==> src/rtl/sbb_pkg.sv <==
// Shared types and constants for the separable box blur.
// Used by sbb_ctrl, sbb_dp and separable_box_blur; no dependencies.
package sbb_pkg;

  // Default sizing of the top level
  localparam int DEF_MAX_RADIUS = 7;
  localparam int DEF_MAX_WIDTH  = 1024;
  localparam int DEF_MAX_HEIGHT = 4096;

  // Field and register widths
  localparam int PIX_W     = 8;
  localparam int KS_W      = 4;
  localparam int FW_W      = 11;
  localparam int FH_W      = 13;
  localparam int CFG_W     = 13;
  localparam int CFG_IDX_W = 2;

  // Register indexes
  localparam logic [CFG_IDX_W-1:0] REG_WIN_SIDE     = 2'd0;
  localparam logic [CFG_IDX_W-1:0] REG_FRAME_WIDTH  = 2'd1;
  localparam logic [CFG_IDX_W-1:0] REG_FRAME_HEIGHT = 2'd2;

  // Register reset values
  localparam logic [KS_W-1:0] RST_WIN_SIDE     = 4'd3;
  localparam logic [FW_W-1:0] RST_FRAME_WIDTH  = 11'd640;
  localparam logic [FH_W-1:0] RST_FRAME_HEIGHT = 13'd480;

  // Item kinds
  localparam logic MODE_PIXEL = 1'b0;
  localparam logic MODE_DRAIN = 1'b1;

  localparam int MIN_KERNEL = 3;
  localparam int PIX_MAX    = 255;

  // Controller to datapath commands
  typedef struct packed {
    logic load;
    logic clr;
    logic shift;
    logic c_init;
    logic c_inc;
    logic rm_setup;
    logic acc;
    logic div_go;
    logic rm_write;
    logic adv_take;
    logic cm_setup;
    logic cm_read;
    logic cm_acc;
    logic out_load;
  } sbb_cmd_t;

  // Datapath to controller status
  typedef struct packed {
    logic mode;
    logic need_clear;
    logic taken_done;
    logic give_pending;
    logic emit_ok;
    logic x_row_mean;
    logic acc_last;
    logic col_last;
    logic div_done;
    logic out_busy;
  } sbb_stat_t;

endpackage

==> src/rtl/sbb_ctrl.sv <==
// Sequencer of the separable box blur: steps one item through the datapath.
// Depends on sbb_pkg for the command and status structs.
module sbb_ctrl (
  input  logic              clk,
  input  logic              rst,
  input  logic              in_valid,
  output logic              in_ready,
  input  sbb_pkg::sbb_stat_t st,
  output sbb_pkg::sbb_cmd_t  cmd
);

  typedef enum logic [4:0] {
    IDLE, PREP, CHK, DEC, RM_TEST, RM_SETUP, RM_ACC, RM_DIVGO, RM_DIVW,
    TAKE, EMIT_CHK, CM_SETUP, CM_RD, CM_ACC, CM_DIVGO, CM_DIVW, OUT
  } state_t;

  state_t state, state_next;

  // Next state and commands
  always_comb begin
    state_next = state;
    cmd        = '0;
    unique case (state)
      IDLE: begin
        if (in_valid && in_ready) begin
          cmd.load   = 1'b1;
          state_next = PREP;
        end
      end
      // derived frame values settle
      PREP: state_next = CHK;
      CHK: begin
        cmd.clr    = st.need_clear;
        state_next = DEC;
      end
      DEC: begin
        if (st.mode == sbb_pkg::MODE_PIXEL) begin
          if (st.taken_done) begin
            state_next = IDLE;
          end else begin
            cmd.shift  = 1'b1;
            state_next = RM_TEST;
          end
        end else if (st.taken_done && st.give_pending) begin
          state_next = CM_SETUP;
        end else begin
          state_next = IDLE;
        end
      end
      RM_TEST: begin
        if (st.x_row_mean) begin
          cmd.c_init = 1'b1;
          state_next = RM_SETUP;
        end else begin
          state_next = TAKE;
        end
      end
      RM_SETUP: begin
        cmd.rm_setup = 1'b1;
        state_next   = RM_ACC;
      end
      RM_ACC: begin
        cmd.acc = 1'b1;
        if (st.acc_last) state_next = RM_DIVGO;
      end
      RM_DIVGO: begin
        cmd.div_go = 1'b1;
        state_next = RM_DIVW;
      end
      RM_DIVW: begin
        if (st.div_done) begin
          cmd.rm_write = 1'b1;
          if (st.col_last) begin
            state_next = TAKE;
          end else begin
            cmd.c_inc  = 1'b1;
            state_next = RM_SETUP;
          end
        end
      end
      TAKE: begin
        cmd.adv_take = 1'b1;
        state_next   = EMIT_CHK;
      end
      EMIT_CHK: state_next = st.emit_ok ? CM_SETUP : IDLE;
      CM_SETUP: begin
        cmd.cm_setup = 1'b1;
        state_next   = CM_RD;
      end
      CM_RD: begin
        cmd.cm_read = 1'b1;
        state_next  = CM_ACC;
      end
      CM_ACC: begin
        cmd.cm_acc = 1'b1;
        state_next = st.acc_last ? CM_DIVGO : CM_RD;
      end
      CM_DIVGO: begin
        cmd.div_go = 1'b1;
        state_next = CM_DIVW;
      end
      CM_DIVW: begin
        if (st.div_done) state_next = OUT;
      end
      OUT: begin
        if (!st.out_busy) begin
          cmd.out_load = 1'b1;
          state_next   = IDLE;
        end
      end
      default: state_next = IDLE;
    endcase
  end

  // State and registered ready
  always_ff @(posedge clk) begin
    if (rst) begin
      state    <= IDLE;
      in_ready <= 1'b1;
    end else begin
      state    <= state_next;
      in_ready <= (state_next == IDLE);
    end
  end

endmodule

==> config.mk <==
export PLATFORM = sky130hd
export DESIGN_NAME = sbb_ctrl
export DESIGN_NICKNAME = d
export VERILOG_FILES = /design/src/rtl/sbb_pkg.sv /design/src/rtl/sbb_ctrl.sv
export SDC_FILE = /design/constraint.sdc
export NUM_CORES = 1
export LEC_CHECK = 0
export BUFFER_PORTS_ARGS = -buffer_cell sky130_fd_sc_hd__buf_4
export CAP_MARGIN = 25
export CORE_MARGIN = 4
export CORE_UTILIZATION = 40
export DETAILED_ROUTE_END_ITERATION = 16
export GPL_TIMING_DRIVEN = 0
export HOLD_SLACK_MARGIN = 0.05
export PLACE_DENSITY = 0.84
export SETUP_SLACK_MARGIN = 0.1
export SYNTH_ARGS = -nofsm -noshare
export SYNTH_HDL_FRONTEND = slang
export SYNTH_SLANG_ARGS = --single-unit
==> constraint.sdc <==
create_clock -name clk -period 1.51 [get_ports clk]
set_input_delay 0.0755 -clock clk [delete_from_list [all_inputs] [get_ports clk]]
set_output_delay 0.0755 -clock clk [all_outputs]
set_load 0.1 [all_outputs]
==> results of run 1 <==
kinds of logic after synthesis:
group / count (synthesis) / share of synthesized area
simple gates: 53 / 0.522
compound gates: 17 / 0.201
buf+inv: 9 / 0.0621
flops: 6 / 0.199
mux: 1 / 0.0166
per-stage QoR:
stage,cell area [µm²],setup WS (ns),utilization,TNS [ns],hold slack (ns)
after floorplan,674,-0.938,-,-4.30,0.140
after global placement,896,-0.126,0.656,-0.130,0.275
after detailed placement,896,-0.184,0.656,-0.412,0.285
after CTS,1290,-0.164,0.948,-0.668,0.272
synth_stat cells (3+ instances only):
library cell	count
a21oi_1	3
and3_1	4
buf_2	3
dfxtp_1	6
inv_1	4
nand2_1	6
nand2b_1	4
nand3_1	3
nand3b_1	3
nor2_1	13
nor2b_1	7
nor3_1	3
timing repair:
action / CTS
hold buffers: 1
pin swaps: 4
gates resized for setup: 74
cloned: 0
endpoints found under the hold margin: 5
setup buffers: 7
setup endpoints to repair: 18
==> results by stage, run 1 <==
Run status:
- The flow did not finish.
- The step where the flow halted is global routing.
- The tool reported: "[ERROR DPL-0038] Utilization greater than 100%, impossible to legalize".

Yosys:
- The biggest area contributor in the post-synthesis netlist is dfxtp_1.
- The distinct cell type count after synthesis is 33.
- The Yosys step of the flow raised 0 warnings.
- The proportion of netlist area held by the largest area contributor is 0.199.
- In the synthesized netlist the async set-or-reset flop fraction comes to 0.
- The mapped netlist covers about 600 µm².
- Counting every net in the synthesized netlist gives 99.
- The average cell area after synthesis is around 7 µm².
- The number of storage elements in the synthesis netlist is 6.
- For this run, the leading register cell type out of synthesis is dfxtp_1.
- The post-synthesis instance total is 86.
- Counting flops with a built-in enable in the synthesized netlist gives 0.
- Of the synthesized area, sequential elements account for 0.199.
- Sorting the synthesized cells by area gives the leading types as dfxtp_1 (20%), nor2_1 (8.1%), nor2b_1 (7.2%), and3_1 (4.1%), nand2b_1 (4.1%).

Clock tree:
- Counting every sink on the clock net gives 6.
- In this run the number of H-tree levels came out at 1.
- The tree is rooted in a clkbuf_4.
- TritonCTS created 3 clock buffers.
- The clock passes through at most 2 buffers.

Die:
- Measured along the x axis, the die boundary spans around 47 µm.
- For this configuration, the core starts out at a cell density of 0.442.
- After floorplanning, the core was divided into 13 placement rows.
- The number of ports placed on the die boundary is 28.
- In this run the vertical extent of the chip is around 47 µm.

Global routing:
- Entering global routing, the biggest net connects 11 pins.

Place:
- Once detailed placement completed, the half-perimeter wirelength came to between 1000 and 1500 µm.
- In this run, placement finished with an instance count of around 130.
- The congestion estimate from routability-driven global placement came to 0.841.
- The port buffer count is 27.

Timing:
- The critical endpoint after global-route timing repair is in_ready$_SDFF_PP1_/D.
- The kind of the worst endpoint is a register input.
==> run 2: changes to the inputs <==
- CORE_AREA: unset -> 4 4 65 67
- CORE_MARGIN: 4 -> unset
- CORE_UTILIZATION: 40 -> unset
- DIE_AREA: unset -> 0 0 69 71
- HOLD_SLACK_MARGIN: 0.05 -> unset
- PLACE_DENSITY: 0.84 -> unset
- PLACE_DENSITY_LB_ADDON: unset -> 0.15
- SETUP_SLACK_MARGIN: 0.1 -> unset
- clock period: 1.51 -> 2 ns (I/O delays scaled with it)
==> run 2 against run 1 <==
The run now ends clean. Synthesized cell count unchanged. Synthesized area unchanged.
==> results by stage, run 2 <==
Place:
- The HPWL after detailed placement is 1640 µm (was 1430 µm).
- The worst slack at placement is 0.311 ns (was -0.184 ns).
- The weighted congestion reported at the end of routability-driven placement is 0.729 (was 0.841).
- The port buffer count is 27 (unchanged).

Routing:
- The DRC violation total after the first TritonRoute iteration is 10.
- After detailed routing, the average wire length per cell comes to roughly 12 µm.
- The residual DRC count is 0.
- The via-per-instance ratio is between 4 and 5.
- The count of nets left with antenna violations once routing finished came out at 0.
- For this block, the routed nets add up to 2010 µm of wire.
- Detailed routing inserted a total of approximately 730 vias.
- The first TritonRoute pass finished after 4 iterations.

Setup path:
- Along the worst path, the maximum fanout reaches 10.
- The worst reg2reg path endpoint is in_ready.
- The required time of the critical path is 1.90 ns.
- The count of buffer and inverter cells on the critical path is 2.
- The worst register-to-register path begins at state[3].
- The largest incremental delay on the critical path is roughly 0.32 ns.
- The setup check on the worst reg-to-reg path leaves a slack of between 0.3 and 0.4 ns.
- Counting cells, the worst reg-to-reg path comes to 5.
- Walking the worst path, the cells encountered are clkbuf_2, nor2b_1, nand2b_1, nor2_2, buf_4.
- The worst-path cell with the longest stage delay is dfxtp_1.
- STA classifies the critical path endpoint as an output port.
- The path type of the worst setup path is flop to output port.
- STA classifies the critical path startpoint as a flop.
- In this run the number of cells on the critical path is 5.
- The kind of cell adding the most delay to the critical path is simple AND/OR/NAND/NOR gates.
- The critical path starts at state[2].
- The capture point of the worst path is cmd[2].
- At the worst endpoint, the arrival time is ~1.7 ns.

Die:
- The floorplan step defined a die boundary enclosing 4900 µm².
- The placement row count came to 22 (was 13).
- The overall die height is 71 µm (was 46.9 µm).
- After floorplanning, the core was sized to cover about 3600 µm².
- The starting utilization of the core area is 0.166 (was 0.442).
- The number of ports placed on the die boundary is 28 (unchanged).
- The width of the die came to 69 µm (was 46.9 µm).

Yosys:
- The average cell area after synthesis came to 7.03 µm² (unchanged).
- The post-synthesis instance total came to 86 (unchanged).
- The simple-gate area share of the yosys netlist was 0.522 (unchanged).
- The xor and xnor fraction of the mapped netlist area is 0 (unchanged).
- The portion of the post-synthesis area used by sequential elements is 0.199 (unchanged).
- The share of the synthesized area in compound gates (AO/OA/AOI/OAI) is 0.201 (unchanged).
- The proportion of netlist area held by the largest area contributor is 0.199 (unchanged).
- Top cell types by occurrence after synthesis: nor2_1 (13), nor2b_1 (7), dfxtp_1 (6), nand2_1 (6) (unchanged).
- The number of enable-type register cells in the synthesized netlist was 0 (unchanged).
- The distinct cell type count after synthesis is 33 (unchanged).
- The most used standard cell by instance count after synthesis is nor2_1 (unchanged).
- The mux share of post-synthesis cell area was 0.0166 (unchanged).
- The post-synthesis cell area came to 604 µm² (unchanged).
- The synthesized-area fraction occupied by adder cells was 0 (unchanged).
- The cell type with the largest total area after synthesis is dfxtp_1 (unchanged).
- The number of storage elements in the synthesis netlist was 6 (unchanged).
- The primary flip-flop cell chosen by synthesis mapping is dfxtp_1 (unchanged).
- The number of nets produced by synthesis is 99 (unchanged).
- Top post-synthesis cells by area: dfxtp_1 (20%), nor2_1 (8.1%), nor2b_1 (7.2%), and3_1 (4.1%), nand2b_1 (4.1%) (unchanged).
- The async set-reset flop share out of synthesis is 0 (unchanged).
- The number of warnings printed during yosys synthesis is 0 (unchanged).
- The combinational family with the most area after synthesis is simple AND/OR/NAND/NOR gates (unchanged).

Global routing:
- The aggregate global routing overflow is 0.
- The first global-routing pass estimated about 3400 µm of wire.
- The largest net degree at the start of global routing is 11.
- The initial antenna violation count is 0.
- Across every metal layer, demand over resource in global routing totals 0.0836.
- The number of global-route vias before repair is about 740.

Timing:
- Between clock sinks in the finished design, the worst skew comes to between 0.0008 and 0.0009 ns.
- Headroom to the max-slew limit came out at 0.730.
- The number of endpoints with negative hold slack in the final report is 0.
- The worst setup slack after layout is around 0.23 ns.
- The maximum operating frequency is between 500 and 600 MHz.
- Setup repair after global routing left no endpoint under its margin.
- The smallest clock period supported by the final layout is computed as roughly 1.8 ns.
- The final count of pins violating max slew is 0.
- The number of endpoints failing setup at the final stage is 0.
- Dividing the final minimum period by the clock period gives 0.885.
- At the pin with the least slew margin, the transition time is 0.405 ns.

Power and ir drop:
- Of the total power, the share spent switching nets is 0.391.
- The part of the power in the clock network is 0.316.
- Internal power comes to between 300 and 400 µW.
- The leakage power total is around 0.42 nW.
- The power density normalized to cell area is between 500 and 600 nW/µm².
- VDD sags by at most between 0.0002 and 0.00025 V.
- The net switching power of the design is ~220 µW.
- The share of total power dissipated in combinational logic is 0.428.
- The sequential power share is 0.255.
- Power comes to ~550 µW.

Clock tree:
- The maximum level of the CTS H-tree came to 1 (unchanged).
- The largest buffer count on any clock path was 2 (unchanged).
- The clock transition at the register clock pins on the worst setup and hold paths after CTS is 0.03 ns.
- The number of clock sinks seen by CTS is 6 (unchanged).
- The library cell used as clock root buffer is clkbuf_8 (was clkbuf_4).
- The hold buffer count at CTS was 0 (was 1).
- The CTS buffer count is 3 (unchanged).
- TritonCTS built the clock tree.
- The later pin in the worst-skew pair is clocked with a latency of around 0.22 ns.

Finish:
- In the layout the commonest cells are buf_4 (27), nor2_1 (8), nor2b_1 (7), nand2_1 (6), nor2_2 (5).
- In the final layout, the registers with the most flip-flops are state (5), in_ready (1).
- The synthesis-to-finish area growth is 54.7%.
- The final-stage net count is roughly 130.
- The register with the most flip-flops in the layout has 5 of them.
- The register with the most flip-flops is state.
- 0 antenna diodes ended up in the layout.
- Of the cells placed in the final design, the portion with a size suffix greater than 1 is 0.397.
- The most common cell after layout, fill and taps aside is buf_4.

Hold path:
- The worst hold path startpoint is rst.
- The class of the worst hold path is input pin to flop.

Run status:
- Status: finished, final reports clean (was did not finish).

Flow run:
- The number of max-capacitance violations reported is 0.
run 2: timing repair:
item / CTS / global route
resized for setup: 0 / 2
setup buffers: 0 / 0
endpoints found under the setup margin: 0 / 6
run 2: worst min-delay path by stage:
stage	to	slack (ns)	cells past startpoint
final	state[4]	0.08	2
after global routing	state[4]	0.08	2
after CTS	state[4]	0.08	2
after detailed placement	state[4]	0.31	2
after global placement	state[1]	0.31	2
after floorplan	state[4]	0.16	1
run 2: layer usage:
layer / up-vias / share of wire / GRT usage
met5: - / 0 / 0
met4: 0 / 0.0070 / 0.0325
met3: 2 / 0.050 / 0.0241
met2: 19 / 0.49 / 0.141
met1: 338 / 0.45 / 0.100
li1: 367 / - / -
run 2: logic make-up after synthesis:
| kind of cell | count (synthesis) |
|---|---|
| and+or+nand+nor | 53 |
| AOI/OAI and AO/OA | 17 |
| buffers and inverters | 9 |
| DFF | 6 |
| muxes | 1 |
run 2: final cells by class:
type                            instances  area, µm²
Inverter                                4       15.0
Timing Repair Buffer                   27        203
Clock buffer                            3       41.3
Tap cell                               48       60.1
Sequential cell                         6        123
Multi-Input combinational cell         71        469
Fill cell                             427       2700
Buffer                                  5       23.8
run 2: power groups by stage:
| stage | combinational [mW] | clock (mW) | sequential, mW |
|---|---|---|---|
| after floorplan | 0.143 | 0 | 0.172 |
| after global placement | 0.240 | 0 | 0.143 |
| final | 0.237 | 0.175 | 0.141 |
| after CTS | 0.240 | 0.184 | 0.141 |
| after global routing | 0.256 | 0.193 | 0.142 |
| after detailed placement | 0.239 | 0 | 0.143 |
run 2: metrics by stage:
| step | cells | area, µm² | setup TNS (ns) | hold WS, ns | util |
|---|---|---|---|---|---|
| 6_report | 164 | 935 | 0 | 0.0811 | 0.257 |
| 2_1_floorplan | 86 | 629 | -1.19 | 0.164 | - |
| 4_1_cts | 164 | 933 | 0 | 0.0751 | 0.257 |
| 5_1_grt | 164 | 935 | 0 | 0.0794 | 0.257 |
| 3_5_place_dp | 161 | 892 | 0 | 0.308 | 0.246 |
| 3_3_place_gp | 161 | 892 | 0 | 0.308 | 0.246 |
No activity file was read; power rests on OpenSTA's default activity.
==> run 3: changes to the inputs <==
- RECOVER_POWER: unset -> 25
==> run 3 against run 2 <==
Sequential power barely moved. Via count did not move. Die area did not move. Utilization fell by 0.28 points. First-iteration DRC count did not move. Clock power barely moved. Wire length fell by 0.30%. Global-route usage did not move. Sequential share of layout area barely moved. Worst hold slack did not move. Largest cell class unchanged.
==> results by stage, run 3 (synthesis gave the netlist of run 2 again) <==
Setup path:
- The count of buffer and inverter cells on the critical path is 1 (was 2).
- The sort of element at the end of the critical path is an output port (unchanged).
- The required time of the critical path was 1.90 ns (about the same).
- The kind of cell adding the most delay to the critical path is simple AND/OR/NAND/NOR gates (unchanged).
- The critical-path maximum fanout was 7 (was 10).
- The signal arrival time at the worst endpoint came to 1.77 ns (was 1.67 ns).
- The path type of the worst setup path is flop to output port (unchanged).
- The worst-path cell with the longest stage delay was or3b_1 (was dfxtp_1).
- The largest incremental delay on the critical path came to 0.51 ns (was 0.32 ns).
- Cell-by-cell listing of the critical path: or3b_1, nor4_4, buf_4 (was clkbuf_2, nor2b_1, nand2b_1, nor2_2, buf_4).
- The launching element type of the critical path is a flop (unchanged).

Routing:
- The DRC violation total after the first TritonRoute iteration was 10 (unchanged).
- The post-route antenna net violation count is 0 (unchanged).
- The mean routed wirelength per cell is 12.2 µm (was 12.3 µm).
- The number of vias after detailed routing was 726 (unchanged).
- The via-per-instance ratio is 4.43 (unchanged).
- The residual DRC count is 0 (unchanged).
- The total length of routed wires came to 2010 µm (about the same).
- The number of iterations in the first detailed-routing pass is 4 (unchanged).

Power and ir drop:
- The net switching power of the design was 216 µW (about the same).
- The total power after layout came to 545 µW (was 553 µW).
- The part of the power in the clock network came to 0.321 (was 0.316).
- The sequential power share was 0.257 (was 0.255).
- The part of the total power dissipated in combinational logic is 0.422 (was 0.428).
- The maximum resistive drop on vdd came to 0.000212 V (about the same).
- The internal cell power is 329 µW (was 337 µW).
- The leakage power total is 0.410 nW (was 0.417 nW).
- The power density normalized to cell area is 589 nW/µm² (was 592 nW/µm²).
- The net switching share of the total power was 0.396 (was 0.391).

Finish:
- The multi-input combinational cell area is 467 µm² (was 469 µm²).
- The most common cell after layout, fill and taps aside was buf_4 (unchanged).
- Top Registers: state (5), in_ready (1) (unchanged).
- Leading cell types in the layout, fill and taps excluded: buf_4 (25), nor2_1 (8), nor2b_1 (7), nand2_1 (6) (was buf_4 (27), nor2_1 (8), nor2b_1 (7), nand2_1 (6), nor2_2 (5)).
- The sequential cell area in the final layout is 121 µm² (was 123 µm²).
- The proportion of layout cells with a drive suffix above 1 is 0.371 (was 0.397).
- The antenna diode count was 0 (unchanged).
- The register with the most flip-flops is state (unchanged).
- The flip-flop count of the largest register, all copies and words added is 5 (unchanged).
- The synthesis-to-finish area growth is 53.0% (was 54.7%).
- The final-stage net count is 131 (unchanged).
- The number of fill cells came to 428 (was 427).

Place:
- The port buffer count is 27 (unchanged).
- The HPWL after detailed placement is 1640 µm (unchanged).
- The weighted congestion reported at the end of routability-driven placement is 0.729 (unchanged).

Die:
- The width of the die is 69 µm (unchanged).
- The number of ports placed on the die boundary was 28 (unchanged).
- The starting utilization of the core area is 0.166 (unchanged).
- The overall die height is 71 µm (unchanged).
- The placement row count was 22 (unchanged).
- The total die area came to 4900 µm² (unchanged).
- The placeable core area is 3630 µm² (unchanged).

Timing:
- The relative slew slack is 0.224 (was 0.730).
- The number of endpoints with negative hold slack in the final report is 0 (unchanged).
- The number of endpoints failing setup at the final stage is 0 (unchanged).
- Setup repair after global routing missed its margin: no (unchanged).
- The final count of pins violating max slew was 0 (unchanged).
- The post-route fraction of the period consumed by the critical path is 0.935 (was 0.885).
- The slew at the pin with the worst max-slew slack is 1.17 ns (was 0.405 ns).
- The final critical-path required period is 1.87 ns (was 1.77 ns).
- The final-layout setup total negative slack is 0 ns (unchanged).
- The maximum operating frequency is 535 MHz (was 565 MHz).
- The tightest hold margin came to 0.0811 ns (unchanged).
- The worst-case clock skew came to 0.000804 ns (unchanged).

Clock tree:
- The later-pin clock latency in the skew report is 0.22 ns (about the same).
- The hold buffer count at CTS is 0 (unchanged).
- The maximum level of the CTS H-tree is 1 (unchanged).
- The clock transition at the register clock pins on the worst setup and hold paths after CTS is 0.03 ns (about the same).
- The CTS tree is yes (unchanged).
- The largest buffer count on any clock path is 2 (unchanged).
- The number of clock sinks seen by CTS is 6 (unchanged).
- The library cell used as clock root buffer is clkbuf_8 (unchanged).
- The CTS buffer count came to 3 (unchanged).

Global routing:
- The largest net degree at the start of global routing is 11 (unchanged).
- The global-route wire length before repair came to 3360 µm (unchanged).
- The global routing usage summed across all routing layers is 0.0836 (unchanged).
- The number of global-route vias before repair is 738 (unchanged).
- The aggregate global routing overflow is 0 (unchanged).
- The initial antenna violation count is 0 (unchanged).

Hold path:
- The class of the worst hold path is input pin to flop (unchanged).

Flow run:
- The number of max-capacitance violations reported is 0 (unchanged).

Run status:
- Status: finished, final reports clean (unchanged).
run 3: layout make-up:
type                    count  share of cell area
plain buffers               5              0.0257
clock buffers               3              0.0447
inverters                   4              0.0162
multi-input cells          71               0.505
flip-flops and latches      6               0.131
well taps                  48              0.0650
repair buffers             27               0.212
run 3: final timing paths:
path | start | end | slack (ns) | cells past startpoint
setup reg to reg | state[1] | in_ready | 0.21 | 4
hold reg to reg | state[4] | state[1] | 0.63 | 3
hold / removal | rst | state[4] | 0.08 | 2
setup / recovery | state[1] | cmd[11] | 0.13 | 3
run 3: repair_timing:
action / 4_1_cts / 5_1_grt
resized for setup: 0 / 2
setup endpoints to repair: 0 / 6
setup buffers: 0 / 0
run 3: power by group through the flow:
stage	Clock, mW	Sequential [mW]	Combinational [mW]
2_1_floorplan	0	0.172	0.143
3_3_place_gp	0	0.143	0.240
6_report	0.175	0.140	0.230
5_1_grt	0.193	0.142	0.249
4_1_cts	0.184	0.141	0.240
3_5_place_dp	0	0.143	0.239
run 3: per-stage QoR:
step / instance area (µm²) / setup slack [ns] / cells / utilization
after floorplan: 629 / -0.448 / 86 / -
after global placement: 892 / 0.266 / 161 / 0.246
after detailed placement: 892 / 0.311 / 161 / 0.246
after CTS: 933 / 0.0844 / 164 / 0.257
after global routing: 925 / 0.0487 / 164 / 0.254
final: 925 / 0.130 / 164 / 0.254
run 3: metal layers:
metal  global-route usage  wire, µm  vias to the layer above
li1                     -         -                      367
met1                0.100       902                      336
met2                0.141       985                       21
met3               0.0241       104                        2
met4               0.0325        14                        0
met5                    0         0                        -
==> run 4: changes to the inputs <==
- clock period: 2 -> 2.3 ns (I/O delays scaled with it)
==> run 4 against run 3 <==
Sequential cell count unchanged. Cell area fell by 0.81%. Global-route usage up 0.32 points. Clock power shrank 13%. Cell count unchanged. Critical path type unchanged. Critical endpoint is now cmd[8]. Largest cell class unchanged. Largest power group unchanged.
==> results by stage, run 4 (synthesis gave the netlist of run 2 again) <==
Run status:
- Status: finished, final reports clean (unchanged).

Clock tree:
- The number of gates resized after cts is 0 (unchanged).
- The maximum level of the CTS H-tree came to 1 (unchanged).
- The hold buffer count at CTS came to 0 (unchanged).
- The clock transition at the register clock pins on the worst setup and hold paths after CTS came to 0.04 ns (was 0.03 ns).
- The number of post-CTS setup repair buffers is 0 (unchanged).
- The largest buffer count on any clock path was 2 (unchanged).
- The number of clock sinks seen by CTS came to 6 (unchanged).
- The library cell used as clock root buffer is clkbuf_8 (unchanged).
- The CTS buffer count came to 3 (unchanged).
- The CTS tree is yes (unchanged).
- The later-pin clock latency in the skew report is 0.22 ns (about the same).

Finish:
- The proportion of layout cells with a drive suffix above 1 is 0.328 (was 0.371).
- The final-stage net count is 131 (unchanged).
- The flip-flop count of the largest register, all copies and words added came to 5 (unchanged).
- Leading cell types in the layout, fill and taps excluded: buf_4 (25), nor2_1 (10), nor2b_1 (7), nand2_1 (6), dfxtp_1 (6) (was buf_4 (25), nor2_1 (8), nor2b_1 (7), nand2_1 (6)).
- The synthesis-to-finish area growth is 51.8% (was 53.0%).
- Top Registers: state (5), in_ready (1) (unchanged).
- The register with the most flip-flops is state (unchanged).
- The count of non-filler cells in the finished layout is 164 (unchanged).
- The utilization after layout was 0.252 (was 0.254).
- The antenna diode count came to 0 (unchanged).
- The most common cell after layout, fill and taps aside is buf_4 (unchanged).

Global routing:
- The number of global-route vias before repair was 729 (was 738).
- The largest net degree at the start of global routing came to 11 (unchanged).
- The aggregate global routing overflow was 0 (unchanged).
- The initial antenna violation count came to 0 (unchanged).
- The global-route wire length before repair came to 3500 µm (was 3360 µm).
- The global routing usage summed across all routing layers is 0.0868 (was 0.0836).

Die:
- The width of the die is 69 µm (unchanged).
- The placement row count is 22 (unchanged).
- The number of ports placed on the die boundary is 28 (unchanged).
- The overall die height came to 71 µm (unchanged).
- The placeable core area is 3630 µm² (unchanged).
- The total die area is 4900 µm² (unchanged).
- The starting utilization of the core area is 0.166 (unchanged).

Place:
- The port buffer count is 27 (unchanged).
- The HPWL after detailed placement is 1700 µm (was 1640 µm).
- The weighted congestion reported at the end of routability-driven placement is 0.739 (was 0.729).
- The instance count after placement with tap cells included is 161 (unchanged).

Timing:
- Setup repair after global routing missed its margin: no (unchanged).
- The post-route fraction of the period consumed by the critical path is 0.826.
- The worst-case clock skew is 0.00336 ns (was 0.000804 ns).
- The tightest hold margin is 0.102 ns (was 0.0811 ns).
- Based on the critical path, the design can be clocked at up to roughly 530 MHz.
- The final critical-path required period is between 1.5 and 2 ns.
- The relative slew slack is 0.232 (was 0.224).
- The number of endpoints with negative hold slack in the final report is 0 (unchanged).
- The slew at the pin with the worst max-slew slack is 1.16 ns (was 1.17 ns).
- The final count of pins violating max slew is 0 (unchanged).
- The number of endpoints failing setup at the final stage is 0 (unchanged).

Setup path:
- The critical-path maximum fanout came to 10 (was 7).
- The worst-path cell with the longest stage delay was dfxtp_1 (was or3b_1).
- The count of buffer and inverter cells on the critical path was 2 (was 1).
- The setup slack of the most critical reg-to-reg path is 0.42 ns (was 0.21 ns).
- The required time of the critical path was 2.18 ns (was 1.90 ns).
- The signal arrival time at the worst endpoint is 1.78 ns (was 1.77 ns).
- The launching element type of the critical path is a flop (unchanged).
- The largest incremental delay on the critical path is 0.33 ns (was 0.51 ns).
- Cell-by-cell listing of the critical path: clkbuf_1, nor2b_1, nand2b_1, nor2_2, buf_4 (was or3b_1, nor4_4, buf_4).
- The kind of cell adding the most delay to the critical path is simple AND/OR/NAND/NOR gates (unchanged).
- The sort of element at the end of the critical path is an output port (unchanged).
- The path type of the worst setup path is flop to output port (unchanged).

Power and ir drop:
- The part of the total power dissipated in combinational logic is 0.420 (was 0.422).
- The maximum resistive drop on vdd was 0.000239 V (was 0.000212 V).
- The net switching power of the design was 190 µW (was 216 µW).
- The leakage power total is 0.405 nW (was 0.410 nW).
- The total power after layout is 477 µW (was 545 µW).
- The net switching share of the total power is 0.399 (was 0.396).
- The power density normalized to cell area is 520 nW/µm² (was 589 nW/µm²).
- The internal cell power is 287 µW (was 329 µW).
- The part of the power in the clock network is 0.321 (about the same).
- The sequential power share came to 0.259 (was 0.257).

Routing:
- The number of vias after detailed routing was 731 (was 726).
- The post-route antenna net violation count came to 0 (unchanged).
- The total length of routed wires is 2090 µm (was 2010 µm).
- The number of iterations in the first detailed-routing pass is 4 (unchanged).
- The DRC violation total after the first TritonRoute iteration is 37 (was 10).
- The residual DRC count came to 0 (unchanged).
- The via-per-instance ratio was 4.46 (was 4.43).
- The mean routed wirelength per cell is 12.7 µm (was 12.2 µm).

Flow run:
- The number of max-capacitance violations reported is 0 (unchanged).

Hold path:
- The class of the worst hold path was input pin to flop (unchanged).
==> run 4: power by group through the flow <==
| stage | logic [mW] | clock network, mW | registers, mW |
|---|---|---|---|
| final | 0.200 | 0.153 | 0.123 |
| after global routing | 0.217 | 0.166 | 0.125 |
| after CTS | 0.207 | 0.159 | 0.125 |
| after detailed placement | 0.206 | 0 | 0.126 |
| after global placement | 0.208 | 0 | 0.126 |
| after floorplan | 0.123 | 0 | 0.150 |
==> run 4: worst paths after layout <==
kind              cells past startpoint  startpoint  endpoint
setup / recovery                      5    state[2]    cmd[8]
hold / removal                        2         rst  state[0]
setup reg to reg                      6    state[0]  in_ready
hold reg to reg                       3    state[4]  state[1]
==> run 4: per-stage QoR <==
stage / area, µm² / TNS [ns] / worst slack (ns)
after global routing: 917 / 0 / 0.248
after floorplan: 622 / -0.218 / -0.173
after CTS: 926 / 0 / 0.396
after global placement: 885 / 0 / 0.547
final: 917 / 0 / 0.400
after detailed placement: 885 / 0 / 0.577
==> run 4: per-layer routing <==
layer / vias to the layer above / part of all wire / global-route usage
met1: 338 / 0.51 / 0.120
met3: 0 / 0.057 / 0.0213
met5: - / 0 / 0
met2: 24 / 0.43 / 0.129
met4: 0 / 0 / 0.0325
li1: 369 / - / -
==> run 4: worst register-to-register path, stage by stage (launching register included) <==
cell	delay [ns]
dfxtp_1	0.30
buf_2	0.19
clkbuf_1	0.39
a21boi_0	0.19
o2bb2ai_1	0.18
a221oi_1	0.36
a41o_1	0.22
==> run 4: area by class of cell <==
| cell class | instances | area, µm² |
|---|---|---|
| Timing Repair Buffer | 27 | 196 |
| Sequential cell | 6 | 120 |
| Inverter | 4 | 15.0 |
| Fill cell | 433 | 2720 |
| Tap cell | 48 | 60.1 |
| Multi-Input combinational cell | 71 | 463 |
| Clock buffer | 3 | 41.3 |
| Buffer | 5 | 21.3 |
